==> config.mk <==
export PLATFORM = sky130hd
export DESIGN_NAME = keyed_refresh_table
export DESIGN_NICKNAME = d
export VERILOG_FILES = /design/src/hdl/krt_pkg.sv /design/src/hdl/keyed_refresh_table.sv /design/src/hdl/krt_datapath.sv /design/src/hdl/krt_ctrl.sv
export SDC_FILE = /design/constraint.sdc
export NUM_CORES = 1
export LEC_CHECK = 0
export ABC_AREA = 1
export BUFFER_PORTS_ARGS = -buffer_cell sky130_fd_sc_hd__buf_2
export CORE_ASPECT_RATIO = 1.4
export CORE_MARGIN = 3
export CORE_UTILIZATION = 29
export CTS_CLUSTER_DIAMETER = 60
export CTS_CLUSTER_SIZE = 10
export DETAILED_ROUTE_END_ITERATION = 10
export PLACE_DENSITY_LB_ADDON = 0.1
export SLEW_MARGIN = 10
export SYNTH_ARGS = -nofsm -noshare
export SYNTH_HDL_FRONTEND = slang
export SYNTH_HIERARCHICAL = 1
export SYNTH_SLANG_ARGS = --single-unit
==> constraint.sdc <==
create_clock -name clk -period 6.73 [get_ports clk]
set_input_delay 0.673 -clock clk [delete_from_list [all_inputs] [get_ports clk]]
set_output_delay 0.673 -clock clk [all_outputs]
set_load 0.1 [all_outputs]
==> src/hdl/krt_pkg.sv <==
// Package for the keyed refresh table: request and result structs, command
// and result codes, and the control/status structs between controller and datapath.
// No dependencies.
package krt_pkg;

  // Request command codes
  localparam logic [1:0] CMD_RECORD  = 2'd0;
  localparam logic [1:0] CMD_CLEAR   = 2'd1;
  localparam logic [1:0] CMD_REFRESH = 2'd2;

  // Result kinds
  localparam logic [1:0] KIND_RECORD_ACK = 2'd0;
  localparam logic [1:0] KIND_CLEAR_ACK  = 2'd1;
  localparam logic [1:0] KIND_SEND       = 2'd2;
  localparam logic [1:0] KIND_NONE_DUE   = 2'd3;

  // Refresh period after reset, in ms
  localparam logic [31:0] DEFAULT_PERIOD_MS = 32'd10000;

  typedef struct packed {
    logic [1:0]  command;
    logic [7:0]  key_class;
    logic [7:0]  key_group;
    logic [31:0] payload_word;
    logic [31:0] now_ms;
    logic        link_up;
  } in_req_t;

  typedef struct packed {
    logic [1:0]  kind;
    logic [2:0]  slot_index;
    logic        key_hit;
    logic        evicted;
    logic [7:0]  ent_class;
    logic [7:0]  ent_group;
    logic [31:0] out_payload;
    logic        last_of_run;
  } out_rsp_t;

  // Controller to datapath commands
  typedef struct packed {
    logic capture;        // latch request, reset scan state
    logic scan_issue;     // read slot at index, advance index
    logic idx_clear;      // rewind index for the send pass
    logic idx_inc;        // skip a slot in the send pass
    logic commit_record;  // write chosen slot, load record ack
    logic commit_clear;   // free matched slot, load clear ack
    logic load_none;      // load nothing-due result
    logic send_rd;        // read due slot for sending
    logic send_load;      // load send result, drop due bit
  } ctrl_cmd_t;

  // Datapath to controller status
  typedef struct packed {
    logic [1:0] req_cmd;
    logic       idx_last;
    logic       due_at_idx;
    logic       due_any;
    logic       last_due;
    logic       out_free;
  } ctrl_stat_t;

endpackage

==> src/hdl/keyed_refresh_table.sv <==
// keyed_refresh_table: table of keyed entries with record, clear and periodic refresh.
//
// Use: requests enter on in_valid/in_stall with an in_req_t payload (command,
// key, payload word, current ms time, link_up). Results leave on
// out_valid/out_stall as out_rsp_t; last_of_run marks the final result of
// a request. The refresh period is written on cfg_valid/cfg_ready while idle.
// One request is worked on at a time. A record, clear or linked refresh scans
// all SLOTS slots through a single registered read port, one slot a cycle.
// A record or clear result is loaded after the scan and a drain state, once the
// output register is free; the block then goes idle, ready for the next request.
// A linked refresh goes from the drain state to a check state, then skips each
// slot that is not due and reads and sends each due entry; with nothing due it
// loads a nothing-due result. With link_up low that result is loaded without a
// scan; an unused command gives no result and stays idle.
// in_stall is low only in the idle state; the finished result sits in the
// output register, so the next request is taken while it waits.
// When the receiver stalls, out_data holds and the block waits before
// loading the next result. Reset clears all valid bits and sets the
// period to 10000 ms; no clearing pass is needed.
// Depends on krt_pkg, krt_ctrl and krt_datapath.
module keyed_refresh_table #(
  parameter int SLOTS        = 8,
  parameter int PAYLOAD_BITS = 32
) (
  input  logic              clk,
  input  logic              rst_n,
  input  logic              in_valid,
  output logic              in_stall,
  input  krt_pkg::in_req_t  in_data,
  output logic              out_valid,
  input  logic              out_stall,
  output krt_pkg::out_rsp_t out_data,
  input  logic              cfg_valid,
  output logic              cfg_ready,
  input  logic [31:0]       cfg_data
);

  krt_pkg::ctrl_cmd_t  cmd;
  krt_pkg::ctrl_stat_t stat;
  logic                idle;

  // Requests and config are taken only while idle
  assign in_stall  = !idle;
  assign cfg_ready = idle;

  krt_ctrl u_ctrl (
    .clk      (clk),
    .rst_n    (rst_n),
    .in_valid (in_valid),
    .in_cmd   (in_data.command),
    .in_link  (in_data.link_up),
    .stat     (stat),
    .cmd      (cmd),
    .idle     (idle)
  );

  krt_datapath #(
    .SLOTS        (SLOTS),
    .PAYLOAD_BITS (PAYLOAD_BITS)
  ) u_datapath (
    .clk       (clk),
    .rst_n     (rst_n),
    .in_data   (in_data),
    .cfg_we    (cfg_valid && cfg_ready),
    .cfg_data  (cfg_data),
    .cmd       (cmd),
    .stat      (stat),
    .out_stall (out_stall),
    .out_valid (out_valid),
    .out_data  (out_data)
  );

endmodule

==> src/hdl/krt_datapath.sv <==
// Datapath of the keyed refresh table: slot memories, valid and due bits,
// scan compare logic, period register and output register. Uses krt_pkg.
module krt_datapath #(
  parameter int SLOTS        = 8,
  parameter int PAYLOAD_BITS = 32
) (
  input  logic                clk,
  input  logic                rst_n,
  input  krt_pkg::in_req_t    in_data,
  input  logic                cfg_we,
  input  logic [31:0]         cfg_data,
  input  krt_pkg::ctrl_cmd_t  cmd,
  output krt_pkg::ctrl_stat_t stat,
  input  logic                out_stall,
  output logic                out_valid,
  output krt_pkg::out_rsp_t   out_data
);

  localparam int IDX_W = (SLOTS > 1) ? $clog2(SLOTS) : 1;

  typedef logic [IDX_W-1:0]        idx_t;
  typedef logic [PAYLOAD_BITS-1:0] pay_t;

  // Slot storage
  logic [7:0]  class_mem [SLOTS];
  logic [7:0]  group_mem [SLOTS];
  pay_t        pay_mem   [SLOTS];
  logic [31:0] stamp_mem [SLOTS];

  krt_pkg::in_req_t  req_r, req_nxt;
  krt_pkg::out_rsp_t out_data_r, out_data_nxt;
  logic [31:0]       period_r, period_nxt;
  idx_t              idx_r, idx_nxt;
  idx_t              rd_idx_r, rd_idx_nxt;
  logic              scan_pend_r, scan_pend_nxt;
  logic [SLOTS-1:0]  valid_r, valid_nxt;
  logic [SLOTS-1:0]  due_r, due_nxt;
  logic              hit_found_r, hit_found_nxt;
  logic              free_found_r, free_found_nxt;
  idx_t              hit_slot_r, hit_slot_nxt;
  idx_t              free_slot_r, free_slot_nxt;
  idx_t              min_slot_r, min_slot_nxt;
  logic [31:0]       min_stamp_r, min_stamp_nxt;
  logic              out_valid_r, out_valid_nxt;

  logic [7:0]  rd_class_r;
  logic [7:0]  rd_group_r;
  pay_t        rd_pay_r;
  logic [31:0] rd_stamp_r;

  logic             rd_en;
  logic             is_ref;
  logic             ent_valid;
  logic             key_match;
  logic [31:0]      age;
  logic             due_now;
  idx_t             sel_slot;
  pay_t             new_pay;
  logic             stamp_we;
  idx_t             stamp_wa;
  logic             out_free;
  logic [SLOTS-1:0] due_rest;

  // Scan compare on the registered read data
  always_comb begin
    is_ref    = (req_r.command == krt_pkg::CMD_REFRESH);
    ent_valid = valid_r[rd_idx_r];
    key_match = ent_valid && (rd_class_r == req_r.key_class) &&
                (rd_group_r == req_r.key_group);
    age       = req_r.now_ms - rd_stamp_r;
    due_now   = scan_pend_r && is_ref && ent_valid && (age >= period_r);
    new_pay   = pay_t'(req_r.payload_word);
    out_free  = !out_valid_r || !out_stall;
    rd_en     = cmd.scan_issue || cmd.send_rd;
    // Hit, else first free slot, else oldest stamp
    if (hit_found_r) begin
      sel_slot = hit_slot_r;
    end else if (free_found_r) begin
      sel_slot = free_slot_r;
    end else begin
      sel_slot = min_slot_r;
    end
    stamp_we = cmd.commit_record || due_now;
    stamp_wa = cmd.commit_record ? sel_slot : rd_idx_r;
    due_rest = due_r;
    due_rest[idx_r] = 1'b0;
  end

  // Status to controller
  always_comb begin
    stat.req_cmd    = req_r.command;
    stat.idx_last   = (idx_r == idx_t'(SLOTS - 1));
    stat.due_at_idx = due_r[idx_r];
    stat.due_any    = |due_r;
    stat.last_due   = (due_rest == '0);
    stat.out_free   = out_free;
  end

  // Next-state logic
  always_comb begin
    req_nxt        = req_r;
    period_nxt     = period_r;
    idx_nxt        = idx_r;
    rd_idx_nxt     = rd_idx_r;
    scan_pend_nxt  = cmd.scan_issue;
    valid_nxt      = valid_r;
    due_nxt        = due_r;
    hit_found_nxt  = hit_found_r;
    free_found_nxt = free_found_r;
    hit_slot_nxt   = hit_slot_r;
    free_slot_nxt  = free_slot_r;
    min_slot_nxt   = min_slot_r;
    min_stamp_nxt  = min_stamp_r;
    out_valid_nxt  = out_valid_r;
    out_data_nxt   = out_data_r;

    if (cfg_we) begin
      period_nxt = cfg_data;
    end

    // Index counter
    if (cmd.capture || cmd.idx_clear) begin
      idx_nxt = '0;
    end else if (cmd.scan_issue || cmd.idx_inc || cmd.send_load) begin
      idx_nxt = idx_r + idx_t'(1);
    end
    if (cmd.scan_issue) begin
      rd_idx_nxt = idx_r;
    end

    // New request
    if (cmd.capture) begin
      req_nxt        = in_data;
      hit_found_nxt  = 1'b0;
      free_found_nxt = 1'b0;
      due_nxt        = '0;
    end

    // Record/clear search: first match, first free, oldest stamp
    if (scan_pend_r && !is_ref) begin
      if (key_match && !hit_found_r) begin
        hit_found_nxt = 1'b1;
        hit_slot_nxt  = rd_idx_r;
      end
      if (!ent_valid && !free_found_r) begin
        free_found_nxt = 1'b1;
        free_slot_nxt  = rd_idx_r;
      end
      if ((rd_idx_r == '0) || (rd_stamp_r < min_stamp_r)) begin
        min_slot_nxt  = rd_idx_r;
        min_stamp_nxt = rd_stamp_r;
      end
    end

    // Refresh scan marks due slots
    if (due_now) begin
      due_nxt[rd_idx_r] = 1'b1;
    end
    if (cmd.send_load) begin
      due_nxt[idx_r] = 1'b0;
    end

    // Valid bits
    if (cmd.commit_record) begin
      valid_nxt[sel_slot] = 1'b1;
    end
    if (cmd.commit_clear && hit_found_r) begin
      valid_nxt[hit_slot_r] = 1'b0;
    end

    // Output register
    if (!out_stall) begin
      out_valid_nxt = 1'b0;
    end
    if (cmd.commit_record) begin
      out_valid_nxt            = 1'b1;
      out_data_nxt.kind        = krt_pkg::KIND_RECORD_ACK;
      out_data_nxt.slot_index  = 3'(sel_slot);
      out_data_nxt.key_hit     = hit_found_r;
      out_data_nxt.evicted     = !hit_found_r && !free_found_r;
      out_data_nxt.ent_class   = req_r.key_class;
      out_data_nxt.ent_group   = req_r.key_group;
      out_data_nxt.out_payload = 32'(new_pay);
      out_data_nxt.last_of_run = 1'b1;
    end else if (cmd.commit_clear) begin
      out_valid_nxt            = 1'b1;
      out_data_nxt.kind        = krt_pkg::KIND_CLEAR_ACK;
      out_data_nxt.slot_index  = hit_found_r ? 3'(hit_slot_r) : 3'd0;
      out_data_nxt.key_hit     = hit_found_r;
      out_data_nxt.evicted     = 1'b0;
      out_data_nxt.ent_class   = req_r.key_class;
      out_data_nxt.ent_group   = req_r.key_group;
      out_data_nxt.out_payload = '0;
      out_data_nxt.last_of_run = 1'b1;
    end else if (cmd.load_none) begin
      out_valid_nxt            = 1'b1;
      out_data_nxt             = '0;
      out_data_nxt.kind        = krt_pkg::KIND_NONE_DUE;
      out_data_nxt.last_of_run = 1'b1;
    end else if (cmd.send_load) begin
      out_valid_nxt            = 1'b1;
      out_data_nxt.kind        = krt_pkg::KIND_SEND;
      out_data_nxt.slot_index  = 3'(idx_r);
      out_data_nxt.key_hit     = 1'b1;
      out_data_nxt.evicted     = 1'b0;
      out_data_nxt.ent_class   = rd_class_r;
      out_data_nxt.ent_group   = rd_group_r;
      out_data_nxt.out_payload = 32'(rd_pay_r);
      out_data_nxt.last_of_run = (due_rest == '0);
    end
  end

  // Control registers
  always_ff @(posedge clk) begin
    if (!rst_n) begin
      period_r     <= krt_pkg::DEFAULT_PERIOD_MS;
      idx_r        <= '0;
      scan_pend_r  <= 1'b0;
      valid_r      <= '0;
      due_r        <= '0;
      hit_found_r  <= 1'b0;
      free_found_r <= 1'b0;
      out_valid_r  <= 1'b0;
    end else begin
      period_r     <= period_nxt;
      idx_r        <= idx_nxt;
      scan_pend_r  <= scan_pend_nxt;
      valid_r      <= valid_nxt;
      due_r        <= due_nxt;
      hit_found_r  <= hit_found_nxt;
      free_found_r <= free_found_nxt;
      out_valid_r  <= out_valid_nxt;
    end
  end

  // Payload registers
  always_ff @(posedge clk) begin
    req_r         <= req_nxt;
    rd_idx_r      <= rd_idx_nxt;
    hit_slot_r    <= hit_slot_nxt;
    free_slot_r   <= free_slot_nxt;
    min_slot_r    <= min_slot_nxt;
    min_stamp_r   <= min_stamp_nxt;
    out_data_r    <= out_data_nxt;
  end

  // Slot memories: one write, one registered read per cycle
  always_ff @(posedge clk) begin
    if (cmd.commit_record) begin
      class_mem[sel_slot] <= req_r.key_class;
      group_mem[sel_slot] <= req_r.key_group;
      pay_mem[sel_slot]   <= new_pay;
    end
    if (stamp_we) begin
      stamp_mem[stamp_wa] <= req_r.now_ms;
    end
    if (rd_en) begin
      rd_class_r <= class_mem[idx_r];
      rd_group_r <= group_mem[idx_r];
      rd_pay_r   <= pay_mem[idx_r];
      rd_stamp_r <= stamp_mem[idx_r];
    end
  end

  assign out_valid = out_valid_r;
  assign out_data  = out_data_r;

endmodule

==> src/hdl/krt_ctrl.sv <==
// Controller of the keyed refresh table: sequences capture, slot scan,
// commit and the refresh send pass. Uses krt_pkg.
module krt_ctrl (
  input  logic                clk,
  input  logic                rst_n,
  input  logic                in_valid,
  input  logic [1:0]          in_cmd,
  input  logic                in_link,
  input  krt_pkg::ctrl_stat_t stat,
  output krt_pkg::ctrl_cmd_t  cmd,
  output logic                idle
);

  typedef enum logic [8:0] {
    S_IDLE    = 9'b000000001,
    S_SCAN    = 9'b000000010,
    S_DRAIN   = 9'b000000100,
    S_REC     = 9'b000001000,
    S_CLR     = 9'b000010000,
    S_CHECK   = 9'b000100000,
    S_NONE    = 9'b001000000,
    S_SEND_RD = 9'b010000000,
    S_SEND_LD = 9'b100000000
  } state_t;

  state_t state_r, state_nxt;

  // Next state and commands
  always_comb begin
    state_nxt = state_r;
    cmd       = '0;
    case (state_r)
      S_IDLE: begin
        if (in_valid) begin
          cmd.capture = 1'b1;
          if (in_cmd inside {krt_pkg::CMD_RECORD, krt_pkg::CMD_CLEAR}) begin
            state_nxt = S_SCAN;
          end else if (in_cmd == krt_pkg::CMD_REFRESH) begin
            state_nxt = in_link ? S_SCAN : S_NONE;
          end
        end
      end
      S_SCAN: begin
        cmd.scan_issue = 1'b1;
        if (stat.idx_last) begin
          state_nxt = S_DRAIN;
        end
      end
      S_DRAIN: begin
        // last read is evaluated this cycle
        cmd.idx_clear = 1'b1;
        case (stat.req_cmd)
          krt_pkg::CMD_RECORD: state_nxt = S_REC;
          krt_pkg::CMD_CLEAR:  state_nxt = S_CLR;
          default:             state_nxt = S_CHECK;
        endcase
      end
      S_REC: begin
        if (stat.out_free) begin
          cmd.commit_record = 1'b1;
          state_nxt         = S_IDLE;
        end
      end
      S_CLR: begin
        if (stat.out_free) begin
          cmd.commit_clear = 1'b1;
          state_nxt        = S_IDLE;
        end
      end
      S_CHECK: begin
        state_nxt = stat.due_any ? S_SEND_RD : S_NONE;
      end
      S_NONE: begin
        if (stat.out_free) begin
          cmd.load_none = 1'b1;
          state_nxt     = S_IDLE;
        end
      end
      S_SEND_RD: begin
        // walk to the next due slot and read it
        if (stat.due_at_idx) begin
          cmd.send_rd = 1'b1;
          state_nxt   = S_SEND_LD;
        end else begin
          cmd.idx_inc = 1'b1;
        end
      end
      S_SEND_LD: begin
        if (stat.out_free) begin
          cmd.send_load = 1'b1;
          state_nxt     = stat.last_due ? S_IDLE : S_SEND_RD;
        end
      end
      default: begin
        state_nxt = S_IDLE;
      end
    endcase
  end

  always_ff @(posedge clk) begin
    if (!rst_n) begin
      state_r <= S_IDLE;
    end else begin
      state_r <= state_nxt;
    end
  end

  assign idle = (state_r == S_IDLE);

endmodule
==> results of run 1 <==
-- final cells by class --
type,instances,area (um^2)
Fill cell,12913,86300
Sequential cell,966,28300
Multi-Input combinational cell,1457,8890
Clock buffer,151,3020
Tap cell,1749,2190
Timing Repair Buffer,224,1300
Inverter,245,926
Clock inverter,16,218
Antenna cell,1,2.50
-- report_power, final --
group          internal (mW)  total [mW]  leakage, nW  switching (mW)
Sequential              7.58        8.20         8.67           0.622
Clock                   3.18        5.52         1.56            2.34
Combinational           1.11        4.14         5.39            3.03
-- cell usage after synthesis, types with 22 or more instances --
cell	n	area share, %
a21oi_1	150	2.0
a221oi_1	64	1.5
a22o_1	99	2.3
a22oi_1	101	2.0
buf_2	34	0.44
clkbuf_1	40	0.39
dfxtp_1	67	3.5
edfxtp_1	899	70
ha_1	96	3.1
inv_1	230	2.2
nand2_1	421	4.1
nand3_1	58	0.76
nand4_1	90	1.5
nor2_1	139	1.4
nor3_1	22	0.29
o21ai_0	89	1.2
xor2_1	22	0.50
-- worst max-delay path: cells and delay by family (launching register included) --
family | cells | cell delay, ns
buffers and inverters | 1 | 0.27
AND/OR/NAND/NOR | 12 | 2.24
adder cells (fa/ha/maj) | 2 | 0.73
AO/OA/AOI/OAI | 3 | 1.29
flip-flops | 1 | 0.56
-- cells by family after synthesis --
group / count (synthesis) / share of synthesized area (%)
and+or+nand+nor: 776 / 9.00
AOI/OAI and AO/OA: 556 / 9.84
xor gates and xnor gates: 28 / 0.638
buffers and inverters: 338 / 3.63
adders and majority gates: 97 / 3.18
DFF: 966 / 73.7
-- through the flow --
step / setup WS, ns / util, %
after floorplan: 0.249 / -
after global placement: 1.31 / 31.7
after detailed placement: 1.32 / 31.7
after CTS: 1.30 / 34.2
after global routing: 1.00 / 34.2
final: 1.26 / 34.2
-- worst paths after layout --
check,end,from,depth (start not counted)
max reg2reg,u_datapath/stamp_mem[0][23],u_datapath/req_r[10],18
min,u_datapath/new_pay[17],in_data[50],1
min reg2reg,u_datapath/out_data[55],u_datapath/out_data[55],2
max,u_datapath/stamp_mem[0][23],u_datapath/req_r[10],18
-- sequential cells by signal, indices dropped and copies added (netlist names), 8 cells and up --
name                    flops
u_datapath/pay_mem        256
u_datapath/class_mem       64
u_datapath/period_r        32
u_datapath/rd_stamp_r      32
u_datapath/min_stamp_r     32
u_datapath/req_r           48
u_datapath/out_data        56
u_datapath/due_r            8
u_ctrl/state_r              9
u_datapath/group_mem       64
u_datapath/new_pay         32
u_datapath/rd_group_r       8
u_datapath/stamp_mem      256
u_datapath/rd_pay_r        32
u_datapath/rd_class_r       8
u_datapath/valid_r          8
-- routing by layer --
layer / up-vias / GRT usage [%]
li1: 10783 / -
met1: 11965 / 20.5
met2: 632 / 30.9
met3: 166 / 2.23
met4: 0 / 5.63
met5: - / 0
==> key figures, run 1 <==
Status
  • Outcome: completed

Global routing
  • Initial antenna violation count: 5
  • Pin count of the biggest net entering global routing: 57
  • Number of global-route vias before repair: 24,710
  • Overflow after GRT: 0
  • First-pass GRT wire length: 170,000 um
  • Total track usage: 17.0%

Placement
  • DP Area: about 42,000 um^2
  • Dpl cells: 4,641
  • GPL Wtd Cong: 0.848
  • Hpwl dp: 71,900 um
  • Buffers on Ports: ~180

Logic synthesis
  • Library cells used by synthesis: 55
  • Cell Area, Synth: around 38,000 um^2
  • Post-Syn Nets: 2,978
  • Number of synthesized flops with an enable pin: 899
  • Async set or reset register ratio after synthesis: 0%
  • Sequential-to-total area share from yosys stat: between 70% and 80%
  • Mapped Cells: 2,761
  • Synth Register Bits: 966
  • Avg Cell Area, Syn: 13.9 um^2
  • Synthesis Warnings: 6
  • Synth Flop Type: edfxtp_1

Flow run
  • Max-cap violations: 0

Worst setup path
  • CP max FO: 20
  • CP Class: register to register
  • CP dominant cell by count: nand2_1
  • Critical Path RT: 7.12 ns
  • WP data arrival: ~5.9 ns
  • Register-to-register setup slack: 1.26 ns
  • Max incr delay on CP: 0.61 ns
  • Crit end category: register
  • Critical-path top delay cell: a21oi_4
  • Crit start category: register
  • Cells along the critical path: ha_1, nand2_1, nor2_1, nand4_1, o21ai_1, nand2_1, o211ai_1, nand2_1, ha_1, nand2_1, nor2_1, nand4_1, nor2_1, nand2_1, nand3_1, nand2_4, a21oi_4, buf_12

CTS
  • Worst skew pair latency: approximately 0.69 ns
  • H-tree depth: 3
  • Longest Clk Path Bufs: 3
  • TritonCTS clock tree: yes
  • Clock sinks: 966
  • CTS Buf Count: about 110
  • Root Buffer: clkbuf_16
  • # resized after CTS: 0
  • Post-CTS setup repair buffer count: 0
  • Clk pin slew, worst setup/hold paths: 0.06 ns
  • Hold-fix buffers, CTS: 0

Layout
  • Share of layout cells above drive strength 1: 13.8%
  • Net count, final: 3,224
  • Layout area overhead: 16.8%
  • Final std cells w/o fill: 4,809
  • Most frequent cells in the layout: edfxtp_1 (899), nand2_1 (420), inv_1 (230)
  • Commonest non-fill, non-tap cell in the layout: edfxtp_1
  • Design area: around 45,000 um^2

Power
  • VDD IR-drop max: 0.000193 V
  • Pwr Total: 17.9 mW
  • Power per cell area: 398 nW/um^2
  • Leak: 15.6 nW

STA
  • Worst-case clock skew: 0.0204 ns
  • Slew Limit Fails: 0
  • Hold Vio Cnt, Final: 0
  • RSZ-0062 raised after global routing: no
  • Hold slack: around 0.15 ns
  • Max frequency: ~180 MHz
  • Max_slew headroom: 26.9%
  • Period Utilization, post-route: 81.2%
  • Final Setup Violations: 0
  • Setup TNS: 0 ns
  • Worst-Margin Slew: 1.10 ns
  • Post-layout minimum cycle time: 5.47 ns

Routing
  • Drt total wl: 118,000 um
  • Drt initial violations: 1,545
  • Via-per-instance ratio: 4.90
  • Highest metal used: met4
  • Met2 wire len: 61,200 um
  • Drt wl/cell: 24.5 um
  • Routed Antenna Nets: 0
  • Initial DRT Pass Iterations: 8
  • Via count: 23,546
  • Metal-1 WL: roughly 48,000 um
  • DRC: 0
  • DR WL met3: 4980 um

Die
  • Initial Utilization: between 20% and 30%
  • I/O pins: 179
  • Chip Height: 437 um
  • Rows: between 150 and 200
  • Die Wd: approximately 310 um
  • Die footprint: ~140,000 um^2
  • Core region area: 131,000 um^2

Min path
  • Type of the tightest min-delay check: input port to register
(Power assumes the default switching activity.)
==> run 2, diff against run 1 <==
ABC_AREA = 0   (was 1)
clock period = 4.9 ns   (was 6.73 ns; I/O delays follow)
==> run 2 against run 1 <==
Against the previous run:
- the flow now finishes with violations (negative setup slack)
- area after synthesis is 1.5% lower
- maximum frequency increased by 8.9%
- clock skew rose by 0.011 ns
- design area rose by 5.1%
- sequential cell count unchanged
- register-to-register slack got worse by 1.4 ns
- largest power group unchanged
==> key figures, run 2 <==
Power
  • Sequential power share: 47.4%
  • Net Switching: 6.23 mW
  • Switching Share: 28.5%
  • Leak: 16.1 nW
  • Internal power: 15.6 mW
  • Clock power frac: 35.0%
  • Power per cell area: around 460 nW/um^2
  • VDD IR-drop max: 0.000318 V
  • Logic pwr share: 17.6%

Layout
  • Share of layout cells above drive strength 1: 20.2%
  • Commonest non-fill, non-tap cell in the layout: edfxtp_1
  • Final std cells w/o fill: around 4,600
  • Post-layout util: 36.5%
  • Fillcell total: 12,281
  • Most frequent cells in the layout: edfxtp_1 (899), a22oi_1 (334), buf_2 (178)
  • Biggest regs: u_datapath/pay_mem: 256 flops, u_datapath/stamp_mem: 256 flops
  • Layout area overhead: 24.6%
  • Net count, final: ~3,000

Routing
  • Drt initial violations: 1,563
  • Via count: 22,797
  • DRC: 0
  • Routed Antenna Nets: 0
  • Drt wl/cell: 25.0 um
  • Drt total wl: 116,000 um
  • Initial DRT Pass Iterations: 5
  • Via-per-instance ratio: 4.94

Global routing
  • Pin count of the biggest net entering global routing: 87
  • Overflow after GRT: 0
  • Number of global-route vias before repair: roughly 24,000
  • Total track usage: 16.5%
  • Initial antenna violation count: 4
  • First-pass GRT wire length: around 160,000 um

STA
  • Max_slew headroom: 33.5%
  • Setup TNS: -7.73 ns
  • Worst-case clock skew: around 0.031 ns
  • Period Utilization, post-route: 102%
  • Final Setup Violations: 108
  • Fin worst setup slack: -0.121 ns
  • Max frequency: 199 MHz
  • RSZ-0062 raised after global routing: yes
  • Post-layout minimum cycle time: 5.02 ns
  • Worst-Margin Slew: about 1 ns
  • Slew Limit Fails: 0
  • Hold Vio Cnt, Final: 0

Logic synthesis
  • XOR/XNOR share of the synthesized area: around 1.1%
  • Dominant cells by area after synthesis: edfxtp_1 (71%), a22oi_1 (6.6%), dfxtp_1 (3.5%)
  • Post-Syn Nets: 2,572
  • Avg Cell Area, Syn: 16.1 um^2
  • Sequential-to-total area share from yosys stat: between 70% and 80%
  • Number of synthesized flops with an enable pin: 899
  • Synth Register Bits: 966
  • Compound-gate portion of the synthesized area: 11.7%
  • Largest area contributor in the netlist: edfxtp_1
  • Simple-gate portion of the synthesized area: 5.59%
  • Synthesis Warnings: 6
  • Mux share of post-synthesis cell area: approximately 1%
  • Largest family of logic cells by synthesized area: compound AO/OA/AOI/OAI gates
  • Post-synthesis adder-cell area fraction: under 10%
  • Mapped Cells: 2,355
  • Cell Area, Synth: 37,900 um^2
  • Count leader, synth: edfxtp_1
  • Library cells used by synthesis: between 80 and 90
  • Yosys top cell area share: between 70% and 80%
  • Most frequent cells after synthesis: edfxtp_1 (899), a22oi_1 (334), inv_1 (118), clkbuf_1 (99), nand4_1 (99)
  • Async set or reset register ratio after synthesis: 0%
  • Synth Flop Type: edfxtp_1

Worst setup path
  • Cells along the critical path: inv_2, ha_4, inv_2, fa_2, a21oi_2, o211a_1, o21ai_2, o31a_4, a2111oi_4, nor3_2, xor2_1, ha_1, nand4_1, nor4_4, a221oi_2, o211ai_2, a31oi_4, or4_4, buf_6, o22ai_4, buf_12, buf_4
  • Crit start category: register
  • CP max FO: 8
  • R2R Path End: u_datapath/stamp_mem[5][2]
  • CP dominant cell by count: inv_2
  • Register-to-register setup slack: -0.12 ns
  • CP Class: register to register
  • Max incr delay on CP: 0.55 ns
  • Crit end category: register
  • Critical Path RT: 5.31 ns
  • WP data arrival: between 5 and 6 ns
  • Critical-path top delay cell: or4_4
  • Reg2reg start: u_datapath/req_r[1]
  • Reg2Reg Depth: 22

Die
  • Initial Utilization: 29.3%
  • Core region area: between 100,000 and 150,000 um^2
  • Die Wd: 311 um
  • Die footprint: 135,000 um^2
  • I/O pins: 179
  • Chip Height: 434 um
  • Rows: 156

Flow run
  • Max-cap violations: 0

Min path
  • Worst Hold Path Cells: 1
  • Hold path endpoint: u_datapath/req_r[75]
  • Type of the tightest min-delay check: input port to register
  • Hold Crit Start: in_data[75]

CTS
  • H-tree depth: 3
  • Clk pin slew, worst setup/hold paths: 0.06 ns
  • Root Buffer: clkbuf_16
  • Worst skew pair latency: 0.72 ns
  • Longest Clk Path Bufs: 3
  • Clock sinks: between 900 and 1,000
  • TritonCTS clock tree: yes
  • CTS Buf Count: 111

Placement
  • Hpwl dp: 66,800 um
  • Dpl cells: approximately 4,300
  • Buffers on Ports: 178
  • GPL Wtd Cong: around 0.81

Status
  • Outcome: complete, but fails checks
  • Failing checks: negative setup slack
## run 2: cell types whose count changed in the layout (fill, tap and decap cells not counted), moves of 51 or more
cell / delta
dlygate4sd3_1: +97
a22o_1: -51
nor2_1: -92
a21oi_1: -88
o21ai_0: -63
a221oi_1: -62
a22oi_1: +233
buf_4: +88
inv_1: -115
nand2_1: -362
## run 2: final cells by class
cell class	instances	area, um^2	area share, %
flip-flops and latches	966	28300	60.0
multi-input cells	1149	8910	18.9
repair buffers	466	4050	8.58
clock buffers	162	3040	6.45
well taps	1738	2170	4.61
inverters	118	443	0.939
clock inverters	15	231	0.490
diodes	2	5.00	0.0106
## run 2: how the worst max path moves through the flow
stage	cells past startpoint	start	endpoint	slack (ns)
global route	22	u_datapath/req_r[1]	u_datapath/stamp_mem[0][21]	-0.31
global placement	21	u_datapath/rd_stamp_r[0]	u_datapath/stamp_mem[4][18]	-0.22
detailed placement	20	u_datapath/rd_stamp_r[0]	u_datapath/stamp_mem[4][16]	-0.32
CTS	21	u_datapath/rd_stamp_r[0]	u_datapath/stamp_mem[4][30]	-0.13
finish	22	u_datapath/req_r[1]	u_datapath/stamp_mem[5][2]	-0.12
floorplan	19	u_datapath/req_r[1]	u_datapath/stamp_mem[1][0]	-0.24
## run 2: cells by family (layout without fill, tap and decap cells)
| kind of cell | count (synthesis) | count (layout) |
|---|---|---|
| muxes | 38 | 38 |
| buffers and inverters | 240 | 761 |
| and+or+nand+nor | 370 | 370 |
| other | 0 | 2 |
| AOI/OAI and AO/OA | 595 | 595 |
| DFF | 966 | 966 |
| adders and majority gates | 97 | 97 |
| xor gates and xnor gates | 49 | 49 |
## run 2: per-stage QoR
step | power, mW | cell area [um^2] | hold slack [ns] | setup WS (ns)
2_1_floorplan | 12.7 | 37900 | 0.432 | -0.240
4_1_cts | 22.1 | 46600 | 0.00391 | -0.130
6_report | 21.8 | 47200 | 0.0434 | -0.121
3_5_place_dp | 14.2 | 42100 | 0.478 | -0.322
3_3_place_gp | 14.2 | 42100 | 0.456 | -0.219
5_1_grt | 22.9 | 47200 | 0.0145 | -0.308
## run 2: layer usage
metal | GRT usage [%] | vias up | wire length, um
li1 | - | 10327 | -
met1 | 20.0 | 11741 | 47600
met2 | 29.9 | 565 | 59900
met3 | 2.26 | 162 | 4550
met4 | 5.67 | 2 | 3570
met5 | 0 | - | 13
## run 2: repair_timing
item                       in CTS  in global routing
hold endpoints to repair       97                  0
pin swaps                       5                  5
cloned                          2                 18
hold buffers                   97                  0
setup endpoints to repair     256                256
gates resized for setup        16                 40
setup buffers                   6                 12
## run 2: worst max-delay path, delay by kind of cell (launching register included)
kind            cells  cell delay (ns)
compound gates      9             1.61
xor+xnor            1             0.16
fa+ha+maj           3             0.78
buf+inv             5             0.63
flops               1             0.40
simple gates        4             1.12
## run 2: power groups by stage
stage / logic (mW) / clock network (mW) / registers (mW)
floorplan: 1.91 / 0 / 10.8
global placement: 3.69 / 0 / 10.5
detailed placement: 3.70 / 0 / 10.5
CTS: 3.84 / 7.90 / 10.4
global route: 4.22 / 8.22 / 10.4
finish: 3.84 / 7.64 / 10.3
